===== src/rtl/longest_common_subsequence_assert.svh =====
// assertion macros for the longest common subsequence block
`ifndef LONGEST_COMMON_SUBSEQUENCE_ASSERT_SVH
`define LONGEST_COMMON_SUBSEQUENCE_ASSERT_SVH

// same-cycle implication
`define LCS_ASSERT_IMPLY(label, lhs, rhs) \
    label: assert property (@(posedge clk) disable iff (!rst_n) (lhs) |-> (rhs)) \
        else $error("lcs check failed: same cycle");

// next-cycle implication
`define LCS_ASSERT_NEXT(label, lhs, rhs) \
    label: assert property (@(posedge clk) disable iff (!rst_n) (lhs) |=> (rhs)) \
        else $error("lcs check failed: next cycle");

`endif


===== src/rtl/lcs_pkg.sv =====
// shared types and constants for the longest common subsequence block
package lcs_pkg;

    localparam int MAX_LEN_DEF     = 64;
    localparam int SYMBOL_BITS_DEF = 32;
    localparam int SYM_PORT_BITS   = 32;
    localparam int OP_BITS         = 2;

    typedef enum logic [1:0] {
        OP_APPEND_FIRST  = 2'd0,
        OP_APPEND_SECOND = 2'd1,
        OP_FINISH        = 2'd2,
        OP_NONE          = 2'd3
    } op_t;

    typedef enum logic [2:0] {
        ST_IDLE,
        ST_FILL,
        ST_TRACE_READ,
        ST_TRACE_EVAL,
        ST_FLUSH
    } state_t;

endpackage


===== src/rtl/lcs_cell.sv =====
// one column cell of the lcs table fill chain with its decision bit store
module lcs_cell #(
    parameter int SYMBOL_BITS = lcs_pkg::SYMBOL_BITS_DEF,
    parameter int MAX_LEN     = lcs_pkg::MAX_LEN_DEF,
    parameter int LEN_BITS    = $clog2(MAX_LEN + 1),
    parameter int IDX_BITS    = (MAX_LEN > 1) ? $clog2(MAX_LEN) : 1
) (
    input  logic                   clk,
    input  logic                   rst_n,
    input  logic                   clear,
    input  logic                   load,
    input  logic [SYMBOL_BITS-1:0] load_sym,
    input  logic                   active,
    input  logic                   in_valid,
    input  logic [SYMBOL_BITS-1:0] in_sym,
    input  logic [IDX_BITS-1:0]    in_row,
    input  logic [LEN_BITS-1:0]    in_b,
    input  logic [LEN_BITS-1:0]    in_d,
    output logic                   out_valid,
    output logic [SYMBOL_BITS-1:0] out_sym,
    output logic [IDX_BITS-1:0]    out_row,
    output logic [LEN_BITS-1:0]    out_b,
    output logic [LEN_BITS-1:0]    out_d,
    input  logic [IDX_BITS-1:0]    rd_addr,
    output logic                   eq_bit
);

    logic [SYMBOL_BITS-1:0] sym_reg;
    logic [LEN_BITS-1:0]    up_reg;
    logic                   out_valid_reg;
    logic [SYMBOL_BITS-1:0] out_sym_reg;
    logic [IDX_BITS-1:0]    out_row_reg;
    logic [LEN_BITS-1:0]    out_b_reg;
    logic [LEN_BITS-1:0]    out_d_reg;
    logic                   eq_bit_reg;
    logic                   eq_mem [MAX_LEN];
    logic [LEN_BITS-1:0]    v;

    always_comb
    begin
        if (!active)
        begin
            v = '0;
        end
        else if (in_sym == sym_reg)
        begin
            v = in_d + LEN_BITS'(1);
        end
        else
        begin
            v = (up_reg > in_b) ? up_reg : in_b;
        end
    end

    always_ff @(posedge clk or negedge rst_n)
    begin
        if (!rst_n)
        begin
            up_reg        <= '0;
            out_valid_reg <= 1'b0;
        end
        else
        begin
            out_valid_reg <= in_valid;
            if (clear)
            begin
                up_reg <= '0;
            end
            else if (in_valid)
            begin
                up_reg <= v;
            end
        end
    end

    always_ff @(posedge clk)
    begin
        if (load)
        begin
            sym_reg <= load_sym;
        end
        out_sym_reg <= in_sym;
        out_row_reg <= in_row;
        out_b_reg   <= v;
        out_d_reg   <= up_reg;
        if (in_valid)
        begin
            eq_mem[in_row] <= (v == up_reg);
        end
        eq_bit_reg <= eq_mem[rd_addr];
    end

    assign out_valid = out_valid_reg;
    assign out_sym   = out_sym_reg;
    assign out_row   = out_row_reg;
    assign out_b     = out_b_reg;
    assign out_d     = out_d_reg;
    assign eq_bit    = eq_bit_reg;

endmodule

===== config.mk =====
export PLATFORM = sky130hd
export DESIGN_NAME = lcs_cell
export DESIGN_NICKNAME = d
export VERILOG_FILES = /design/src/rtl/longest_common_subsequence_assert.svh /design/src/rtl/lcs_pkg.sv /design/src/rtl/lcs_cell.sv
export SDC_FILE = /design/constraint.sdc
export NUM_CORES = 1
export LEC_CHECK = 0
export BUFFER_PORTS_ARGS = -buffer_cell sky130_fd_sc_hd__buf_2
export CORE_MARGIN = 2
export CORE_UTILIZATION = 57
export CTS_CLUSTER_DIAMETER = 40
export DETAILED_ROUTE_END_ITERATION = 10
export PLACE_DENSITY = 0.89
export SYNTH_ARGS = -nofsm -noshare
export SYNTH_HDL_FRONTEND = slang
export SYNTH_SLANG_ARGS = --single-unit

===== constraint.sdc =====
create_clock -name clk -period 13.7 [get_ports clk]
set_input_delay 0.685 -clock clk [delete_from_list [all_inputs] [get_ports clk]]
set_output_delay 0.685 -clock clk [all_outputs]
set_load 0.05 [all_outputs]

==> impl_summary.txt, run 1 <==
----------------------------------------------------
[Cells and area]
  Count of fill cells added during filler insertion ... 727
  Layout-stage area growth over the synthesis result ... 22.5%
  Share of post-route cells with drive strength above 1 ... 34.0%
  Register area ... 4140 um^2
  Flip-flop count of the largest register, all copies and words added ... 64
  Post-layout nets ... 705
  Area of combinational cells with multiple inputs ... 1950 um^2
  Diode count ... 0

[Logic synthesis]
  Synth unique cells ... 49
  Multiplexer share of the synthesized area ... 8.54%
  Number of instances in the synthesized netlist ... 449
  Flop and latch count out of synthesis ... 157
  Most instantiated flip-flop cell in the synthesis netlist ... edfxtp_1
  Share of async-settable or async-resettable flops after synthesis ... 5.10%
  Xor-xnor portion of the synthesized cell area ... 5.33%
  Synthesized area ... 6240 um^2
  Register area share after synthesis ... 66.4%
  Share of synthesized cell area in and, or, nand and nor gates ... 9.81%
  Avg Synthesized Cell Area ... 13.9 um^2
  Main combinational cell family by area after synthesis ... simple AND/OR/NAND/NOR gates
  Total number of yosys warnings ... 0
  Number of enable-type register cells in the synthesized netlist ... 96
  Synthesized netlist net count ... 553
  Adder-cell share of the synthesized area ... 1.60%
  Share of the synthesized area in compound gates (AO/OA/AOI/OAI) ... 5.98%

[Critical path]
  Critical path cell sequence ... xor2_1 -> nor4_1 -> and4_1 -> nand2_1 -> a2111o_1 -> a222oi_1 -> buf_4
  Slowest Stage Delay on Critical Path ... 540 ps
  Critical path type ... reg -> reg
  R2R depth ... 7
  Worst reg2reg path endpoint ... eq_mem[35]
  End of the critical path ... eq_mem[35]
  Endpoint type of the worst setup path ... register
  R2r startpoint ... sym_reg[5]
  Critical path launch point type ... register
  Max Fanout on Critical Path ... 64
  Register-to-register setup slack ... 10310 ps
  Required time at the endpoint of the critical path ... 13960 ps
  Data arrival time at the worst-slack endpoint ... 3640 ps
  CP max-delay cell ... buf_4
  Start point of the critical path ... sym_reg[5]

[Placed design]
  Post-detailed-placement half-perimeter wirelength ... 10.3 mm
  Buffers added on ports ... 149
  Placer congestion estimate ... 0.971

[Clock tree]
  H-tree levels ... 4
  TritonCTS clock tree ... built
  Clk pin slew, worst setup/hold paths ... 60 ps
  Sinks on Clock Net ... 157
  Number of buffers added by the clock tree synthesis step ... 17
  Clock insertion delay at the later pin of the skew report ... 530 ps
  CTS Root Cell ... clkbuf_8
  Clk buf depth ... 2

[STA]
  Post-route setup TNS ... 0 ps
  Transition time at the pin with the least slew margin ... 746 ps
  Worst slew margin ... 49.9%
  Post-layout minimum cycle time ... 3390 ps
  Fmax ... 295 MHz
  Post-route fraction of the period consumed by the critical path ... 24.7%
  Final setup violation count ... 0
  RSZ-0062 raised after global routing ... no
  Number of slew-limit violations in the final report ... 0
  Final number of hold-violating endpoints ... 0
  Worst setup skew after layout ... 8.41 ps

[Global route]
  Maximum number of pins on one net before global-route repair ... 65
  Global route hottest layer ... met2
  Number of antenna violations at the first check in global routing ... 1
  Met3 track demand over resource ... 8.43%
  Remaining global-route overflow ... 0
  First-pass GRT wire length ... 22.3 mm
  GRT Overall Usage ... 26.1%
  Vias in the first global route ... 4433
  Met2 track demand over resource in global routing ... 45.6%
  Met1 Resource Use GR ... 29.2%

[Detailed routing]
  Mean number of vias per cell ... 5.75
  Initial detailed-routing violation count ... 353
  First-pass DRT Iterations ... 7
  Via total after detailed routing ... 4333
  Final Routed Wirelength ... 14.6 mm
  Number of antenna-violating nets in the routed design ... 0
  Detail-routed net length per standard cell ... 19.3 um
  DRC errors left ... 0

[Power]
  Maximum VDD drop ... 0.134 mV
  Standby leakage power ... 0.00310 uW
  Power density cells ... 143 nW/um^2
  Total power consumption of the routed design ... 1090 uW

[Floorplan]
  Area of the die ... 11800 um^2
  Initial Utilization ... 58.1%
  Core outline area ... 10700 um^2
  Die boundary width ... 109 um
  Vertical die dimension ... 109 um
  # IOs ... 150
  Placement row count ... 38

[Outcome]
  Run status ... finished, final reports clean

[Worst hold path]
  Startpoint of the most critical hold path ... in_sym[30]
  Class of the tightest hold or removal check ... in -> reg

[Run]
  Number of violations of the max-capacitance limit ... 0

----------------------------------------------------
[per-layer routing]
| metal | wire [um] | up-vias | share of wire, % |
|---|---|---|---|
| met3 | 1270 | 47 | 8.7 |
| li1 | - | 1957 | - |
| met1 | 5220 | 2065 | 36 |
| met2 | 7700 | 262 | 53 |
| met4 | 383 | 2 | 2.6 |
| met5 | 7 | - | 0.048 |
[final cells by class]
cell class	count	area share, %
multi-input cells	258	25.5
inverters	16	0.786
repair buffers	151	9.99
clock inverters	11	1.18
clock buffers	21	6.02
well taps	140	2.29
flip-flops and latches	157	54.2
[kinds of logic (layout without fill, tap and decap cells)]
group,after synthesis,in the layout
and+or+nand+nor,132,132
muxes,27,27
DFF,157,157
buffers and inverters,34,199
AOI/OAI and AO/OA,53,53
xor gates and xnor gates,38,38
adders and majority gates,8,8
[worst max-delay path, delay by kind of cell (launching register included)]
family | cells | cell delay (ps)
simple gates | 3 | 1240
compound gates | 2 | 730
buf+inv | 1 | 540
flops | 1 | 390
xor+xnor | 1 | 180
[cell usage in the layout (no fill, tap or decap), types with 3 or more instances in the layout]
cell type	instances
nand3_1	8
o21ai_0	6
nor4_1	8
a31o_2	3
a21oi_1	14
o22ai_1	4
dfxtp_1	53
nand2b_1	5
xnor2_1	4
nand4_1	5
xor2_1	34
clkbuf_16	17
nor2_1	72
buf_2	149
ha_1	8
edfxtp_1	96
mux4_2	21
nand3b_1	3
dfrtp_1	8
a222oi_1	3
nor3_1	3
nand2_1	15
clkinv_2	4
a21bo_2	4
mux2i_1	6
inv_1	16
a31oi_1	5
[report_power, final]
part	leakage [uW]	total (uW)	internal, uW	switching [uW]
clock	0.000268	434	255	179
sequential	0.00146	535	527	8.37
combinational	0.00137	121	39.3	81.6
total	0.00310	1090	821	269
[repair_timing]
action,4_1_cts,5_1_grt
buffers inserted,0,0
gates resized for setup,0,0
hold endpoints to repair,8,0
hold buffers,1,0
[Yosys cell counts (2+ instances only)]
cell      instances  area share [%]
a21bo_2           4            0.64
a21boi_0          2            0.24
a21oi_1          14             1.1
a222oi_1          3            0.48
a31o_2            3            0.42
a31oi_1           5            0.50
and2_1            2            0.20
and4_1            2            0.28
buf_1             3            0.18
buf_2             2            0.16
buf_6             2            0.36
clkbuf_1         11            0.66
dfrtp_1           8             3.2
dfxtp_1          53              17
edfxtp_1         96              46
ha_1              8             1.6
inv_1            16            0.96
mux2i_1           6            0.96
mux4_2           21             7.6
nand2_1          15            0.90
nand2b_1          5            0.50
nand3_1           8            0.64
nand3b_1          3            0.36
nand4_1           5            0.50
nor2_1           72             4.3
nor2b_1           2            0.20
nor3_1            3            0.24
nor4_1            8            0.80
o21ai_0           6            0.48
o221ai_1          2            0.28
o22ai_1           4            0.40
or3b_2            2            0.28
xnor2_1           4            0.56
xor2_1           34             4.8
[through the flow]
stage | hold WS, ps | instances | setup slack [ps] | util [%] | cell area, um^2
4_1_cts | 246 | 754 | 10350 | 71.1 | 7640
5_1_grt | 249 | 754 | 10090 | 71.1 | 7640
3_5_place_dp | 498 | 721 | 9990 | 65.9 | 7080
2_1_floorplan | 389 | 449 | 8260 | - | 6240
3_3_place_gp | 495 | 721 | 10210 | 65.9 | 7080
6_report | 273 | 754 | 10310 | 71.1 | 7640
[worst min path at each step]
stage                        endpoint  slack (ps)  depth (start not counted)
after floorplan             out_valid         390                          0
after CTS                 out_sym[30]         250                          1
after global placement       out_d[6]         500                          0
final                     out_sym[30]         270                          1
after detailed placement     out_d[6]         500                          0
after global routing      out_sym[30]         250                          1
Power figures use the tool's default switching activity.
==> inputs of run 2 (changes only) <==
Settings changed: CORE_UTILIZATION 57 to 53, PLACE_DENSITY 0.89 to 0.84.
Clock period 13.7 ns to 3.3 ns, I/O delays scaled along.
==> impl_summary.txt, run 2 (synthesis results as in run 1) <==
----------------------------------------------------
[Cells and area]
  Commonest cells after routing, fill and taps aside ... 149 x buf_2, 96 x edfxtp_1, 72 x nor2_1, 72 x dlygate4sd3_1, 53 x dfxtp_1 (was 149 x buf_2, 96 x edfxtp_1, 72 x nor2_1)
  Non-filler cells in the finished layout ... 831 (was 754)
  Final core utilization ... 73.3% (was 71.1%)
  Flip-flop count of the largest register, all copies and words added ... 64 (unchanged)
  Commonest non-fill, non-tap cell in the layout ... buf_2 (unchanged)
  Post-layout nets ... 779 (was 705)
  Count of fill cells added during filler insertion ... 700 (was 727)
  Layout-stage area growth over the synthesis result ... 34.7% (was 22.5%)
  Share of post-route cells with drive strength above 1 ... 30.8% (was 34.0%)
  Diode count ... 0 (unchanged)

[Floorplan]
  Initial Utilization ... 54.4% (was 58.1%)
  Vertical die dimension ... 113 um (was 109 um)
  # IOs ... 150 (unchanged)
  Core outline area ... 11500 um^2 (was 10700 um^2)
  Area of the die ... 12700 um^2 (was 11800 um^2)
  Placement row count ... 39 (was 38)
  Die boundary width ... 113 um (was 109 um)

[Critical path]
  Endpoint type of the worst setup path ... register (unchanged)
  Max Fanout on Critical Path ... 64 (unchanged)
  Critical path cell sequence ... dlygate4sd3_1 -> buf_2 -> xor2_1 -> nor4_1 -> and4_1 -> nand2_1 -> a2111o_1 -> a222oi_1 -> buf_12 (was xor2_1 -> nor4_1 -> and4_1 -> nand2_1 -> a2111o_1 -> a222oi_1 -> buf_4)
  Critical path launch point type ... input port (was register)
  Worst reg2reg path endpoint ... eq_mem[3] (was eq_mem[35])
  R2r startpoint ... sym_reg[2] (was sym_reg[5])
  Required time at the endpoint of the critical path ... 3530 ps (was 13960 ps)
  CP max-delay cell ... dlygate4sd3_1 (was buf_4)
  Slowest Stage Delay on Critical Path ... 560 ps (was 540 ps)
  Critical path type ... in -> reg (was reg -> reg)
  Data arrival time at the worst-slack endpoint ... 3250 ps (was 3640 ps)
  Register-to-register setup slack ... 290 ps (was 10310 ps)
  R2R depth ... 7 (unchanged)

[Power]
  Standby leakage power ... 0.00343 uW (was 0.00310 uW)
  Internal ... 3510 uW (was 821 uW)
  Switching part of the total power ... 24.7% (was 24.6%)
  Maximum VDD drop ... 0.403 mV (was 0.134 mV)
  Seq pwr share ... 47.7% (was 49.1%)
  Power density cells ... 555 nW/um^2 (was 143 nW/um^2)
  Clk network pwr share ... 39.7% (was 39.8%)
  Switching power ... 1150 uW (was 269 uW)
  Combinational Power Share ... 12.6% (was 11.1%)

[STA]
  Worst setup margin ... 277 ps (was 10310 ps)
  Worst setup skew after layout ... 7.85 ps (was 8.41 ps)
  RSZ-0062 raised after global routing ... no (unchanged)
  Final number of hold-violating endpoints ... 0 (unchanged)
  Fmax ... 331 MHz
  Number of slew-limit violations in the final report ... 0 (unchanged)
  Worst Hold Slack ... 20.3 ps (was 273 ps)
  Post-route setup TNS ... 0 ps (unchanged)
  Final setup violation count ... 0 (unchanged)
  Post-layout minimum cycle time ... 3020 ps
  Worst slew margin ... 47.9% (was 49.9%)
  Transition time at the pin with the least slew margin ... 776 ps (was 746 ps)
  Post-route fraction of the period consumed by the critical path ... 91.6%

[Clock tree]
  Clk buf depth ... 2 (unchanged)
  Clk pin slew, worst setup/hold paths ... 60 ps (about the same)
  Clock insertion delay at the later pin of the skew report ... 420 ps (was 530 ps)
  Sinks on Clock Net ... 157 (unchanged)
  TritonCTS clock tree ... built (unchanged)
  # resized after CTS ... 0 (unchanged)
  Number of buffers added by the clock tree synthesis step ... 17 (unchanged)
  CTS Root Cell ... clkbuf_16 (was clkbuf_8)
  H-tree levels ... 4 (unchanged)

[Global route]
  First-pass GRT wire length ... 25.8 mm (was 22.3 mm)
  Remaining global-route overflow ... 0 (unchanged)
  Maximum number of pins on one net before global-route repair ... 65 (unchanged)
  Number of antenna violations at the first check in global routing ... 0 (was 1)
  GRT Overall Usage ... 27.0% (was 26.1%)
  Vias in the first global route ... 4919 (was 4433)

[Worst hold path]
  Startpoint of the most critical hold path ... clear (was in_sym[30])
  WHS Endpoint ... up_reg[4] (was out_sym[30])
  Cells on Worst Hold Path ... 2 (was 1)
  Class of the tightest hold or removal check ... in -> reg (unchanged)

[Detailed routing]
  Detail-routed net length per standard cell ... 19.7 um (was 19.3 um)
  Number of antenna-violating nets in the routed design ... 0 (unchanged)
  First-pass DRT Iterations ... 7 (unchanged)
  Initial detailed-routing violation count ... 442 (was 353)
  Final Routed Wirelength ... 16.4 mm (was 14.6 mm)
  DRC errors left ... 0 (unchanged)
  Via total after detailed routing ... 4631 (was 4333)
  Mean number of vias per cell ... 5.57 (was 5.75)

[Placed design]
  Buffers added on ports ... 149 (unchanged)
  Setup slack at placement ... 405 ps (was 9990 ps)
  Placer congestion estimate ... 0.904 (was 0.971)
  Post-detailed-placement half-perimeter wirelength ... 10.1 mm (was 10.3 mm)
  Cell Count Post-Placement ... 727 (was 721)

[Run]
  Number of violations of the max-capacitance limit ... 0 (unchanged)

[Outcome]
  Run status ... finished, final reports clean (unchanged)

----------------------------------------------------
-- run 2: cell type report --
cell class | count | area [um^2] | area share (%)
Tap cell | 143 | 179 | 2.13
Timing Repair Buffer | 225 | 1510 | 18.0
Inverter | 16 | 60.1 | 0.715
Clock buffer | 22 | 475 | 5.66
Sequential cell | 157 | 4140 | 49.3
Multi-Input combinational cell | 258 | 1950 | 23.2
Clock inverter | 10 | 85.1 | 1.01
-- run 2: power groups by stage --
| stage | Combinational [uW] | Sequential [uW] | Clock (uW) |
|---|---|---|---|
| 2_1_floorplan | 188 | 2390 | 0 |
| 3_3_place_gp | 492 | 2260 | 0 |
| 3_5_place_dp | 505 | 2260 | 0 |
| 4_1_cts | 572 | 2220 | 1860 |
| 5_1_grt | 626 | 2230 | 1940 |
| 6_report | 588 | 2220 | 1850 |
-- run 2: metal layers --
| metal | GRT usage (%) | routed length, um | up-vias |
|---|---|---|---|
| met1 | 31.4 | 6150 | 2241 |
| li1 | - | - | 2099 |
| met3 | 6.86 | 1230 | 41 |
| met2 | 47.4 | 8560 | 250 |
| met5 | 0 | 0 | - |
| met4 | 11.8 | 440 | 0 |
-- run 2: worst max path at each step --
stage / startpoint / endpoint
5_1_grt: sym_reg[26] / eq_mem[17]
3_5_place_dp: sym_reg[5] / eq_mem[4]
2_1_floorplan: up_reg[5] / eq_mem[0]
3_3_place_gp: sym_reg[5] / eq_mem[6]
6_report: in_sym[19] / eq_mem[3]
4_1_cts: sym_reg[25] / eq_mem[17]
-- run 2: critical path, delay by kind of cell --
family,cells,cell delay (ps)
and+or+nand+nor,3,1110
buffers and inverters,3,1020
AOI/OAI and AO/OA,2,810
xor gates and xnor gates,1,140
-- run 2: per-stage QoR --
stage	total power, uW	instance area [um^2]
global route	4800	8400
finish	4660	8400
floorplan	2580	6240
global placement	2750	7120
CTS	4650	8400
detailed placement	2760	7120
-- run 2: timing repair --
| item | in CTS | in global routing |
|---|---|---|
| buffers inserted | 0 | 0 |
| endpoints found under the hold margin | 79 | 0 |
| hold buffers | 72 | 0 |
